==> src/sv/zbie_pkg.sv <==
// shared constants and types of the z-order encoder
package zbie_pkg;

  // code word and register geometry
  localparam int WORD_BITS = 32;
  localparam int DIM_W     = 5;
  localparam int DIM_LIMIT = 31;
  localparam logic [DIM_W-1:0] DIM_RESET = 5'd2;
  localparam logic [DIM_W-1:0] DIM_MIN   = 5'd1;

  // queue between loader and emitter
  localparam int QUEUE_DEPTH = 2;
  localparam int QPTR_W = (QUEUE_DEPTH > 1) ? $clog2(QUEUE_DEPTH) : 1;
  localparam int QCNT_W = $clog2(QUEUE_DEPTH + 1);

  // register port
  localparam int APB_ADDR_W = 3;
  localparam int APB_DATA_W = 32;
  localparam int REG_IDX_W  = APB_ADDR_W - 2;
  localparam logic [REG_IDX_W-1:0] REG_DIM_COUNT = 1'b0;

  typedef logic [DIM_W-1:0] dims_t;

  typedef struct packed {
    logic full;
    logic empty;
  } fifo_status_t;

endpackage

==> src/sv/zbie_front.sv <==
// loader: scatters each coordinate into its interleaved bit positions
module zbie_front #(
  parameter int NUM_WORDS  = 16,
  parameter int COORD_BITS = 32
) (
  input  logic                                        clk,
  input  logic                                        rst,
  input  logic                                        load,
  input  logic [zbie_pkg::WORD_BITS-1:0]              coordinate,
  input  zbie_pkg::dims_t                             dims,
  input  logic                                        clear,
  output logic                                        push,
  output logic [zbie_pkg::WORD_BITS*NUM_WORDS-1:0]    code
);

  localparam int CODE_W = zbie_pkg::WORD_BITS * NUM_WORDS;
  localparam int EXT_W  = (COORD_BITS > zbie_pkg::WORD_BITS) ? COORD_BITS
                                                             : zbie_pkg::WORD_BITS;

  zbie_pkg::dims_t   count;
  logic [EXT_W-1:0]  coord_ext;
  logic [CODE_W-1:0] spread;
  logic [CODE_W-1:0] shifted;
  logic [CODE_W-1:0] merged;
  logic [CODE_W-1:0] acc;
  logic              last;

  assign coord_ext = EXT_W'(coordinate);

  // bit b of the coordinate goes to stream position b*dims (msb first)
  always_comb begin
    spread = '0;
    for (int dd = 1; dd <= NUM_WORDS; dd++) begin
      if (int'(dims) == dd) begin
        for (int b = 0; b < COORD_BITS; b++) begin
          if (b * dd < CODE_W) begin
            spread[CODE_W-1-b*dd] = coord_ext[COORD_BITS-1-b];
          end
        end
      end
    end
  end

  // offset by the coordinate's place in the vector and merge
  assign shifted = spread >> count;
  assign merged  = ((count == '0) ? '0 : acc) | shifted;
  assign last    = ({1'b0, count} + 1'b1) >= {1'b0, dims};

  assign push = load && last;
  assign code = merged;

  // coordinate counter
  always_ff @(posedge clk) begin
    if (rst) begin
      count <= '0;
    end else if (clear) begin
      count <= '0;
    end else if (load) begin
      count <= last ? '0 : count + 1'b1;
    end
  end

  // partial code of the vector being loaded
  always_ff @(posedge clk) begin
    if (load) begin
      acc <= merged;
    end
  end

endmodule

==> src/sv/zbie_queue.sv <==
// short queue of finished codes between loader and emitter
module zbie_queue #(
  parameter int WIDTH = 517
) (
  input  logic                   clk,
  input  logic                   rst,
  input  logic                   push,
  input  logic [WIDTH-1:0]       wr_data,
  input  logic                   pop,
  output logic [WIDTH-1:0]       head,
  output zbie_pkg::fifo_status_t status
);

  logic [WIDTH-1:0]              entries [zbie_pkg::QUEUE_DEPTH];
  logic [zbie_pkg::QPTR_W-1:0]   wr_ptr;
  logic [zbie_pkg::QPTR_W-1:0]   rd_ptr;
  logic [zbie_pkg::QCNT_W-1:0]   fill;
  logic                          do_push;
  logic                          do_pop;

  function automatic logic [zbie_pkg::QPTR_W-1:0] ptr_inc(
    input logic [zbie_pkg::QPTR_W-1:0] p
  );
    if (p == zbie_pkg::QPTR_W'(zbie_pkg::QUEUE_DEPTH - 1)) begin
      return '0;
    end
    return p + 1'b1;
  endfunction

  assign status.full  = (fill == zbie_pkg::QCNT_W'(zbie_pkg::QUEUE_DEPTH));
  assign status.empty = (fill == '0);
  assign do_push = push && !status.full;
  assign do_pop  = pop && !status.empty;
  assign head    = entries[rd_ptr];

  // pointers and fill level
  always_ff @(posedge clk) begin
    if (rst) begin
      wr_ptr <= '0;
      rd_ptr <= '0;
      fill   <= '0;
    end else begin
      if (do_push) begin
        wr_ptr <= ptr_inc(wr_ptr);
      end
      if (do_pop) begin
        rd_ptr <= ptr_inc(rd_ptr);
      end
      if (do_push && !do_pop) begin
        fill <= fill + 1'b1;
      end else if (do_pop && !do_push) begin
        fill <= fill - 1'b1;
      end
    end
  end

  // entry storage
  always_ff @(posedge clk) begin
    if (do_push) begin
      entries[wr_ptr] <= wr_data;
    end
  end

endmodule

==> src/sv/zbie_back.sv <==
// emitter: sends the words of the head code, one per cycle
module zbie_back #(
  parameter int NUM_WORDS = 16
) (
  input  logic                                                  clk,
  input  logic                                                  rst,
  input  logic [zbie_pkg::WORD_BITS*NUM_WORDS+zbie_pkg::DIM_W-1:0] head,
  input  zbie_pkg::fifo_status_t                                status,
  output logic                                                  pop,
  output logic                                                  word_valid,
  output logic [zbie_pkg::WORD_BITS-1:0]                        code_word,
  output logic                                                  last_word
);

  localparam int CODE_W = zbie_pkg::WORD_BITS * NUM_WORDS;
  localparam int IDX_W  = (NUM_WORDS > 1) ? $clog2(NUM_WORDS) : 1;

  zbie_pkg::dims_t                head_dims;
  logic [CODE_W-1:0]              head_code;
  logic [zbie_pkg::WORD_BITS-1:0] words [NUM_WORDS];
  logic [IDX_W-1:0]               idx;
  logic                           at_last;

  assign {head_dims, head_code} = head;

  // word view of the head code, first word at the top
  for (genvar w = 0; w < NUM_WORDS; w++) begin : g_words
    assign words[w] = head_code[CODE_W-1-zbie_pkg::WORD_BITS*w -: zbie_pkg::WORD_BITS];
  end

  assign at_last = (zbie_pkg::DIM_W'(idx) + 1'b1) == head_dims;
  assign pop     = !status.empty && at_last;

  // word index and result strobe
  always_ff @(posedge clk) begin
    if (rst) begin
      idx        <= '0;
      word_valid <= 1'b0;
      last_word  <= 1'b0;
    end else begin
      word_valid <= !status.empty;
      last_word  <= !status.empty && at_last;
      if (!status.empty) begin
        idx <= at_last ? '0 : idx + 1'b1;
      end
    end
  end

  // result word
  always_ff @(posedge clk) begin
    code_word <= words[idx];
  end

endmodule

==> src/sv/zorder_bit_interleave_encoder.sv <==
// top level of the z-order (morton) encoder with its register port
//
// Coordinates are taken one per cycle whenever busy is low; the loader
// scatters each into its interleaved bit positions as it arrives, for a
// vector of d coordinates (d from dim_count, 0 read as 1, clamped to
// MAX_DIMS). The finished code goes into a two-entry queue, and the
// emitter puts its d words out on consecutive cycles, word_valid high for
// each and last_word high on the final one; the code is registered in the
// queue and each word again in the emitter's output register. Results are
// not held: the receiver must take each word in its cycle. The emitter's
// one word per cycle sets the sustained rate; busy rises only while two
// finished codes wait in the queue. Writing dim_count drops a partly
// loaded vector.
module zorder_bit_interleave_encoder #(
  parameter int MAX_DIMS   = 16,
  parameter int COORD_BITS = 32
) (
  input  logic                              clk,
  input  logic                              rst,
  input  logic                              start,
  output logic                              busy,
  input  logic [zbie_pkg::WORD_BITS-1:0]    coordinate,
  output logic                              word_valid,
  output logic [zbie_pkg::WORD_BITS-1:0]    code_word,
  output logic                              last_word,
  input  logic                              psel,
  input  logic                              penable,
  input  logic                              pwrite,
  input  logic [zbie_pkg::APB_ADDR_W-1:0]   paddr,
  input  logic [zbie_pkg::APB_DATA_W-1:0]   pwdata,
  output logic [zbie_pkg::APB_DATA_W-1:0]   prdata,
  output logic                              pready
);

  localparam int NUM_WORDS = (MAX_DIMS < zbie_pkg::DIM_LIMIT) ? MAX_DIMS
                                                              : zbie_pkg::DIM_LIMIT;
  localparam int CODE_W    = zbie_pkg::WORD_BITS * NUM_WORDS;
  localparam int ENTRY_W   = CODE_W + zbie_pkg::DIM_W;

  zbie_pkg::dims_t                    dim_count;
  zbie_pkg::dims_t                    dims;
  logic [zbie_pkg::REG_IDX_W-1:0]     reg_idx;
  logic                               reg_wr;
  logic                               dim_wr;
  logic                               load;
  logic                               push;
  logic                               pop;
  logic [CODE_W-1:0]                  code;
  logic [ENTRY_W-1:0]                 head;
  zbie_pkg::fifo_status_t             status;

  // register port decode
  assign pready  = 1'b1;
  assign reg_idx = paddr[zbie_pkg::APB_ADDR_W-1:2];
  assign reg_wr  = psel && penable && pwrite && pready;
  assign dim_wr  = reg_wr && (reg_idx == zbie_pkg::REG_DIM_COUNT);

  always_comb begin
    case (reg_idx)
      zbie_pkg::REG_DIM_COUNT: prdata = zbie_pkg::APB_DATA_W'(dim_count);
      default:                 prdata = '0;
    endcase
  end

  always_ff @(posedge clk) begin
    if (rst) begin
      dim_count <= zbie_pkg::DIM_RESET;
    end else if (dim_wr) begin
      dim_count <= pwdata[zbie_pkg::DIM_W-1:0];
    end
  end

  // effective vector length
  always_comb begin
    if (dim_count == '0) begin
      dims = zbie_pkg::DIM_MIN;
    end else if (dim_count > zbie_pkg::DIM_W'(NUM_WORDS)) begin
      dims = zbie_pkg::DIM_W'(NUM_WORDS);
    end else begin
      dims = dim_count;
    end
  end

  // input transfer
  assign busy = status.full;
  assign load = start && !busy;

  zbie_front #(
    .NUM_WORDS  (NUM_WORDS),
    .COORD_BITS (COORD_BITS)
  ) u_front (
    .clk        (clk),
    .rst        (rst),
    .load       (load),
    .coordinate (coordinate),
    .dims       (dims),
    .clear      (dim_wr),
    .push       (push),
    .code       (code)
  );

  zbie_queue #(
    .WIDTH   (ENTRY_W)
  ) u_queue (
    .clk     (clk),
    .rst     (rst),
    .push    (push),
    .wr_data ({dims, code}),
    .pop     (pop),
    .head    (head),
    .status  (status)
  );

  zbie_back #(
    .NUM_WORDS  (NUM_WORDS)
  ) u_back (
    .clk        (clk),
    .rst        (rst),
    .head       (head),
    .status     (status),
    .pop        (pop),
    .word_valid (word_valid),
    .code_word  (code_word),
    .last_word  (last_word)
  );

endmodule

==> config.mk <==
export PLATFORM = sky130hd
export DESIGN_NAME = zorder_bit_interleave_encoder
export DESIGN_NICKNAME = d
export VERILOG_FILES = /design/src/sv/zbie_pkg.sv /design/src/sv/zbie_front.sv /design/src/sv/zbie_queue.sv /design/src/sv/zbie_back.sv /design/src/sv/zorder_bit_interleave_encoder.sv
export SDC_FILE = /design/constraint.sdc
export NUM_CORES = 2
export LEC_CHECK = 0
export BUFFER_PORTS_ARGS = -buffer_cell sky130_fd_sc_hd__buf_2
export CAP_MARGIN = 25
export CELL_PAD_IN_SITES_DETAIL_PLACEMENT = 1
export CELL_PAD_IN_SITES_GLOBAL_PLACEMENT = 1
export CORE_MARGIN = 2
export CORE_UTILIZATION = 30
export DETAILED_ROUTE_END_ITERATION = 12
export PLACE_DENSITY = 0.56
export SETUP_SLACK_MARGIN = 0.1
export SYNTH_ARGS = -nofsm -noshare
export SYNTH_HDL_FRONTEND = slang
export SYNTH_SLANG_ARGS = --single-unit
==> constraint.sdc <==
create_clock -name clk -period 48.6 [get_ports clk]
set_input_delay 7.29 -clock clk [delete_from_list [all_inputs] [get_ports clk]]
set_output_delay 7.29 -clock clk [all_outputs]
set_load 0.1 [all_outputs]
* Yosys cells after proc, flatten, opt, wreduce, memory -nomap -nowiden *
Memory sizes are Yosys's and may differ from the RTL's. A register that Yosys moved wholly into a read port is not among the register bits.
Cells that the tools add are included.

word-level totals
  bits of input ports = 73
  output and inout bits = 68
  logic and storage cells = 569
  memories = 1
  bits in registers = 564
  bits in writable memories = 1034

memory list
  name             words  width  read ports  clocked after memory_dff  write ports  line              source
  u_queue.entries  2      517    1           1                         1            zbie_queue.sv:14  logic [WIDTH-1:0] entries [zbie_pkg::QUEUE_DEPTH];

operators by class
  equality and inequality tests = 18
  add/subtract/negate cells = 8
  reduce and logical (&&, ||, !) cells = 19
  bitwise gates (word level) = 3
  shift operators = 1
  order comparisons = 3
  muxes and demuxes = 506

operators with widths
  cell                                                       count
  two-way mux 512 bit                                        1
  OR 512 bit                                                 1
  >> shifter 512 x 5 -> 512 bit                              1
  two-way mux 1 bit                                          494
  binary-select mux 32 bit (select 4 bit)                    1
  two-way mux 32 bit                                         3
  equality test 5 bit (second input constant)                9
  equality test 5 x 4 -> 1 bit (second input constant)       4
  two-way mux 5 bit                                          4
  equality test 5 x 3 -> 1 bit (second input constant)       2
  logical AND 1 bit                                          10
  logical NOT 5 bit                                          2
  adder 5 x 1 -> 6 bit (second input constant)               1
  greater-or-equal comparator 6 x 5 -> 1 bit                 1
  adder 4 x 1 -> 5 bit (second input constant)               1
  adder 5 x 1 -> 5 bit (second input constant)               1
  equality test 5 x 2 -> 1 bit (second input constant)       1
  equality test 5 bit                                        1
  greater-or-equal comparator 5 bit (second input constant)  1
  greater-than comparator 5 bit (second input constant)      1
  NOT 4 -> 5 bit                                             1
  adder 4 x 1 -> 4 bit (second input constant)               1
  logical NOT 1 bit                                          4
  two-way mux 2 bit                                          2
  9 further kinds                                            10

* Depth between registers and ports, before layout *
  depth in word-level cells = 22
  depth in mapped cells = 19
  mapped depth without buffers = 13

* By module *
From an unflattened synthesis, not the netlist that was laid out.

unflattened totals
  cells, all modules = 7670
  area, all modules = 90227.8 um2

modules (own cells, without submodules)
  module                         area each (um2)  cells each  sequential area each (um2)  times used
  zbie_front                     46992.6          5629        15474.8                     1
  zbie_queue                     37965.2          1634        31149.9                     1
  zbie_back                      4737.0           341         760.7                       1
  zorder_bit_interleave_encoder  533.0            66          100.1                       1

* Least setup slack after synthesis *
Ideal clock, no wire load.

  path kind = input port to flip-flop
  start = in start
  end = mem u_queue.entries[0][0] (enable)
  required time = 47.128 ns
  stages on the path = 4
  slack = 6.119 ns
  path buffers = 0
  setup time = 1.472 ns
  arrival time = 41.010 ns
  cell sequence = nand2_1 -> inv_1 -> and2_1 -> nor2b_1

between the ends
  word-level cells in the longest chain between the ends = 5

ends and longest elaborated chain
  element                                  line                                 source
  from (decl)                              zorder_bit_interleave_encoder.sv:20  input logic start,
  logical AND 1 bit                        zorder_bit_interleave_encoder.sv:86  assign load = start && !busy;
  via load                                 zorder_bit_interleave_encoder.sv:45  logic load;
  logical AND 1 bit                        zbie_front.sv:49                     assign push = load && last;
  logical AND 1 bit                        zbie_queue.sv:32                     assign do_push = push && !status.full;
  via u_queue.do_push                      zbie_queue.sv:18                     logic do_push;
  two-way mux 1 bit                        zbie_queue.sv:59                     if (do_push) begin
  two-way mux 1 bit (not written as such)  zbie_queue.sv:60                     entries[wr_ptr] <= wr_data;
  to (decl)                                zbie_queue.sv:14

The timed path passes the listed nets, and every way through them passes these cells.

* Final worst setup path *
  start = in paddr[2] (netlist name)
  end = out prdata[3] (netlist name)

between the ends
  word-level cells in the longest chain between the ends = 1

ends and longest elaborated chain
  element            line                                 source
  from (decl)        zorder_bit_interleave_encoder.sv:29  input logic [zbie_pkg::APB_ADDR_W-1:0] paddr,
  two-way mux 5 bit  zorder_bit_interleave_encoder.sv:59  case (reg_idx)
  to (decl)          zorder_bit_interleave_encoder.sv:31  output logic [zbie_pkg::APB_DATA_W-1:0] prdata,

No other way between the ends.

==> results.rst <==
.. list-table::
   :header-rows: 1

   * - Metric
     - Value
   * - Result of the run
     - finished clean
   * - Register-to-register setup slack
     - 41.33 ns
   * - Share of cells above drive strength 1
     - 0.149
   * - Post-synth ARST share
     - 0
   * - Synth warnings
     - 0
   * - Part of the Yosys area used for sequential elements
     - 0.550
   * - Highest metal layer used by the detailed router
     - met5
   * - Top area cells in the synthesized netlist
     - sky130_fd_sc_hd__edfxtp_1 54%, sky130_fd_sc_hd__mux2i_1 4.7%, sky130_fd_sc_hd__mux4_2 3.9%
   * - Count of buffers from port buffering
     - 83
   * - Largest fanout of any net on the critical path
     - 6
   * - Leakage power
     - 32.4 nW
   * - Critical R2R Capture
     - u_queue.entries[0][13]$_DFFE_PP_
   * - Sum of routed wire segments on met1
     - 200000 microns
   * - Finished Core Util
     - 0.340
   * - Highest clock rate
     - 65.5 MHz
   * - Int Power
     - 0.00290 W
   * - Flip-flop and latch count after synthesis
     - 1599
   * - Start point of the worst min-delay path
     - u_queue.rd_ptr$_SDFFE_PP0P_
   * - Power Density
     - 44.9 nW/um^2
   * - Net Switching
     - 0.00149 W
   * - Sum of negative setup slack
     - 0 ns
   * - Die span in y
     - 541 microns
   * - Level count of the clock H-tree
     - 4
   * - # nets final
     - 7555
   * - Growth of design area from synthesis to finish
     - 13.1%
   * - Via count of the first global-routing pass
     - 71251
   * - Number of endpoints with negative hold slack in the final report
     - 0
   * - Die width
     - 541 microns
   * - Final Setup Violations
     - 0
   * - Overall via count from detail_route
     - 73702
   * - Clock transition at the registers of the reported paths
     - 0.06 ns
   * - Library cell with the highest instance count after synthesis
     - sky130_fd_sc_hd__edfxtp_1
   * - Fraction of power consumed by the clock network
     - 0.328
   * - Top-level port count
     - 141
   * - Cell types with the highest counts after synthesis
     - 1546 x sky130_fd_sc_hd__edfxtp_1, 632 x sky130_fd_sc_hd__nand2_1, 552 x sky130_fd_sc_hd__a21oi_1
   * - Floorplan row count
     - 197
   * - Hold Buf Count CTS
     - 0
   * - Worst hold slack
     - 0.506 ns
   * - Post-synth top area cell
     - sky130_fd_sc_hd__edfxtp_1
   * - GPL Wtd Cong
     - 0.990
   * - Number of cells traversed by the worst hold path
     - 2
   * - Switching portion of total power
     - 0.340
   * - DRT Pass-1 Iters
     - 7
   * - Post-synthesis instance total
     - 7621
   * - Clock buffers created by TritonCTS
     - 185
   * - Total of fill cells in the finished design
     - 30864
   * - Hold crit path type
     - register to register
   * - Wire length on met3
     - 45700 microns
   * - TritonCTS clock tree
     - built
   * - Storage cell area
     - 47500 sq um
   * - Kind of launch point of the worst setup path
     - input pin
   * - GRT Util Overall
     - 0.312
   * - Vias per std cell
     - 6.46
   * - Starting utilization of the core area
     - 0.301
   * - Relative max-transition margin
     - 0.108
   * - DRT iter0 DRCs
     - 10164
   * - Root Driver
     - sky130_fd_sc_hd__clkbuf_16
   * - TritonCTS Sinks
     - 1599
   * - Post-CTS setup buffer count
     - 0
   * - Antenna violations before repair
     - 48
   * - Die area
     - 292000 sq um
   * - Detailed-route DRC error count
     - 0
   * - Bufs on Longest Clock Path
     - 4
   * - Final clock skew
     - 0.0600 ns
   * - Endpoint kind of the worst setup timing path
     - primary output
   * - Count of flip-flops with a built-in enable after synthesis
     - 1546
   * - Combinational share of power
     - 0.245
   * - Max-slew violation count
     - 0
   * - Global route total overflow
     - 0
   * - Minimum clock period after layout
     - 15.27 ns
   * - Number of different library cells in the post-synthesis netlist
     - 105
   * - Post-Syn Area
     - 86400 sq um
   * - Placed wire-length estimate after detailed placement
     - 324000 microns
   * - Launch instance of the worst register-to-register path
     - u_front.count[0]$_SDFFE_PP0P_
   * - Antenna-violating nets left
     - 0
   * - Kind of critical path
     - input pin to primary output
   * - Clk_lat worst skew
     - 0.89 ns
   * - Global-route wire length before repair
     - 634000 microns
   * - Unrepaired setup endpoints after global routing
     - false
   * - Top-area cell type share of the netlist area
     - 0.537
   * - Maximum vdd drop
     - 0.0333 mV
   * - Part of the power in registers
     - 0.427
   * - Prevailing post-synth register cell
     - sky130_fd_sc_hd__edfxtp_1
   * - Average cell area after synthesis
     - 11.3 sq um
   * - Routed length per instance
     - 41.2 microns
   * - Area occupied by multi-input gates
     - 35500 sq um
   * - Data arrival time of the worst path
     - 7.98 ns
   * - Number of gates resized after cts
     - 0
   * - Worst endpoint required time
     - 41.31 ns
   * - Slew at the pin with the worst max-slew slack
     - 1.34 ns
   * - Number of maximum-capacitance constraint violations
     - 0
   * - Worst reg2reg path depth
     - 13
   * - Pin count of the biggest net entering global routing
     - 147
   * - Share of the cycle needed by the critical path after routing
     - 0.314
   * - WL met2
     - 198000 microns
   * - Routed Wire Length
     - 471000 microns
   * - Core region area
     - 287000 sq um
-- power by group through the flow --
stage	clock network [W]	logic (W)	registers, W
floorplan	0	0.000500	0.00208
global placement	0	0.00103	0.00189
detailed placement	0	0.00105	0.00190
CTS	0.00147	0.00105	0.00187
global route	0.00152	0.00111	0.00189
finish	0.00144	0.00107	0.00188
-- flip-flops by register name, summed over array words and instances, names as in the netlist, named ones only --
name,flops
u_queue.fill,2
u_queue.entries,1034
u_queue.wr_ptr,1
dim_count,5
u_queue.rd_ptr,1
u_back.idx,4
u_back.last_word,1
u_front.acc,512
u_back.code_word,32
u_back.word_valid,1
u_front.count,5
-- layer usage --
metal	GRT usage	vias to the layer above
met3	0.0768	850
met2	0.451	4198
li1	-	29723
met5	0	-
met1	0.433	38905
met4	0.152	26
-- worst max path at each step --
stage | end | slack, ns | from | depth (start not counted)
final | prdata[3] | 33.33 | paddr[2] | 3
after global placement | prdata[3] | 33.34 | paddr[2] | 3
after floorplan | u_queue.entries[0][0]$_DFFE_PP_ | 6.12 | start | 4
after CTS | prdata[3] | 33.32 | paddr[2] | 3
after detailed placement | prdata[3] | 33.33 | paddr[2] | 3
after global routing | prdata[3] | 33.29 | paddr[2] | 3
-- worst max-delay path: stages --
cell	delay, ns
sky130_fd_sc_hd__buf_2	0.13
sky130_fd_sc_hd__nor2b_1	0.12
sky130_fd_sc_hd__buf_2	0.44
-- cell usage in the layout, fill, tap and decap left out, types with 40 or more instances in the layout --
master                         n
sky130_fd_sc_hd__edfxtp_1   1546
sky130_fd_sc_hd__buf_4       294
sky130_fd_sc_hd__nand2_1     620
sky130_fd_sc_hd__and2_1       40
sky130_fd_sc_hd__a21oi_1     552
sky130_fd_sc_hd__o21ai_0     463
sky130_fd_sc_hd__mux4_2      150
sky130_fd_sc_hd__a32oi_1     129
sky130_fd_sc_hd__inv_1       173
sky130_fd_sc_hd__a221o_1      93
sky130_fd_sc_hd__a31oi_1     105
sky130_fd_sc_hd__a22oi_1     122
sky130_fd_sc_hd__a2bb2oi_1    45
sky130_fd_sc_hd__o21a_1       44
sky130_fd_sc_hd__o211ai_1     67
sky130_fd_sc_hd__a221oi_1     43
sky130_fd_sc_hd__buf_2        88
sky130_fd_sc_hd__a22o_1       50
sky130_fd_sc_hd__o22ai_1     185
sky130_fd_sc_hd__clkbuf_16   187
sky130_fd_sc_hd__nor3_1      116
sky130_fd_sc_hd__o221ai_1    137
sky130_fd_sc_hd__mux2i_1     406
sky130_fd_sc_hd__nor2_1      487
sky130_fd_sc_hd__nand2b_1     41
sky130_fd_sc_hd__nand3_1     199
sky130_fd_sc_hd__a211oi_1    118
sky130_fd_sc_hd__a21o_1       51
sky130_fd_sc_hd__mux2_2      160
-- area by class of cell --
type / count / share of cell area
Sequential cell: 1599 / 0.486
Multi-Input combinational cell: 5102 / 0.363
Clock buffer: 216 / 0.0492
Tap cell: 3781 / 0.0484
Timing Repair Buffer: 405 / 0.0314
Clock inverter: 116 / 0.0138
Inverter: 180 / 0.00730
Antenna cell: 18 / 0.000461
-- logic make-up after synthesis --
| family | share of synthesized area |
|---|---|
| multiplexers | 0.107 |
| other | 0.0000869 |
| AO/OA/AOI/OAI | 0.202 |
| AND/OR/NAND/NOR | 0.0940 |
| adder cells (fa/ha/maj) | 0.00130 |
| XOR/XNOR | 0.00132 |
| buffers and inverters | 0.0442 |
| flip-flops | 0.550 |
-- per-stage QoR --
stage          instances  instance area (sq um)  power, W  setup slack [ns]
3_3_place_gp       11041                  91300   0.00292             33.34
6_report           11417                  97700   0.00439             33.33
5_1_grt            11404                  97700   0.00452             33.29
2_1_floorplan       7647                  86500   0.00258              6.12
3_5_place_dp       11057                  91500   0.00295             33.33
4_1_cts            11389                  97600   0.00440             33.32
Note: power is estimated with default switching activity, not from simulation.
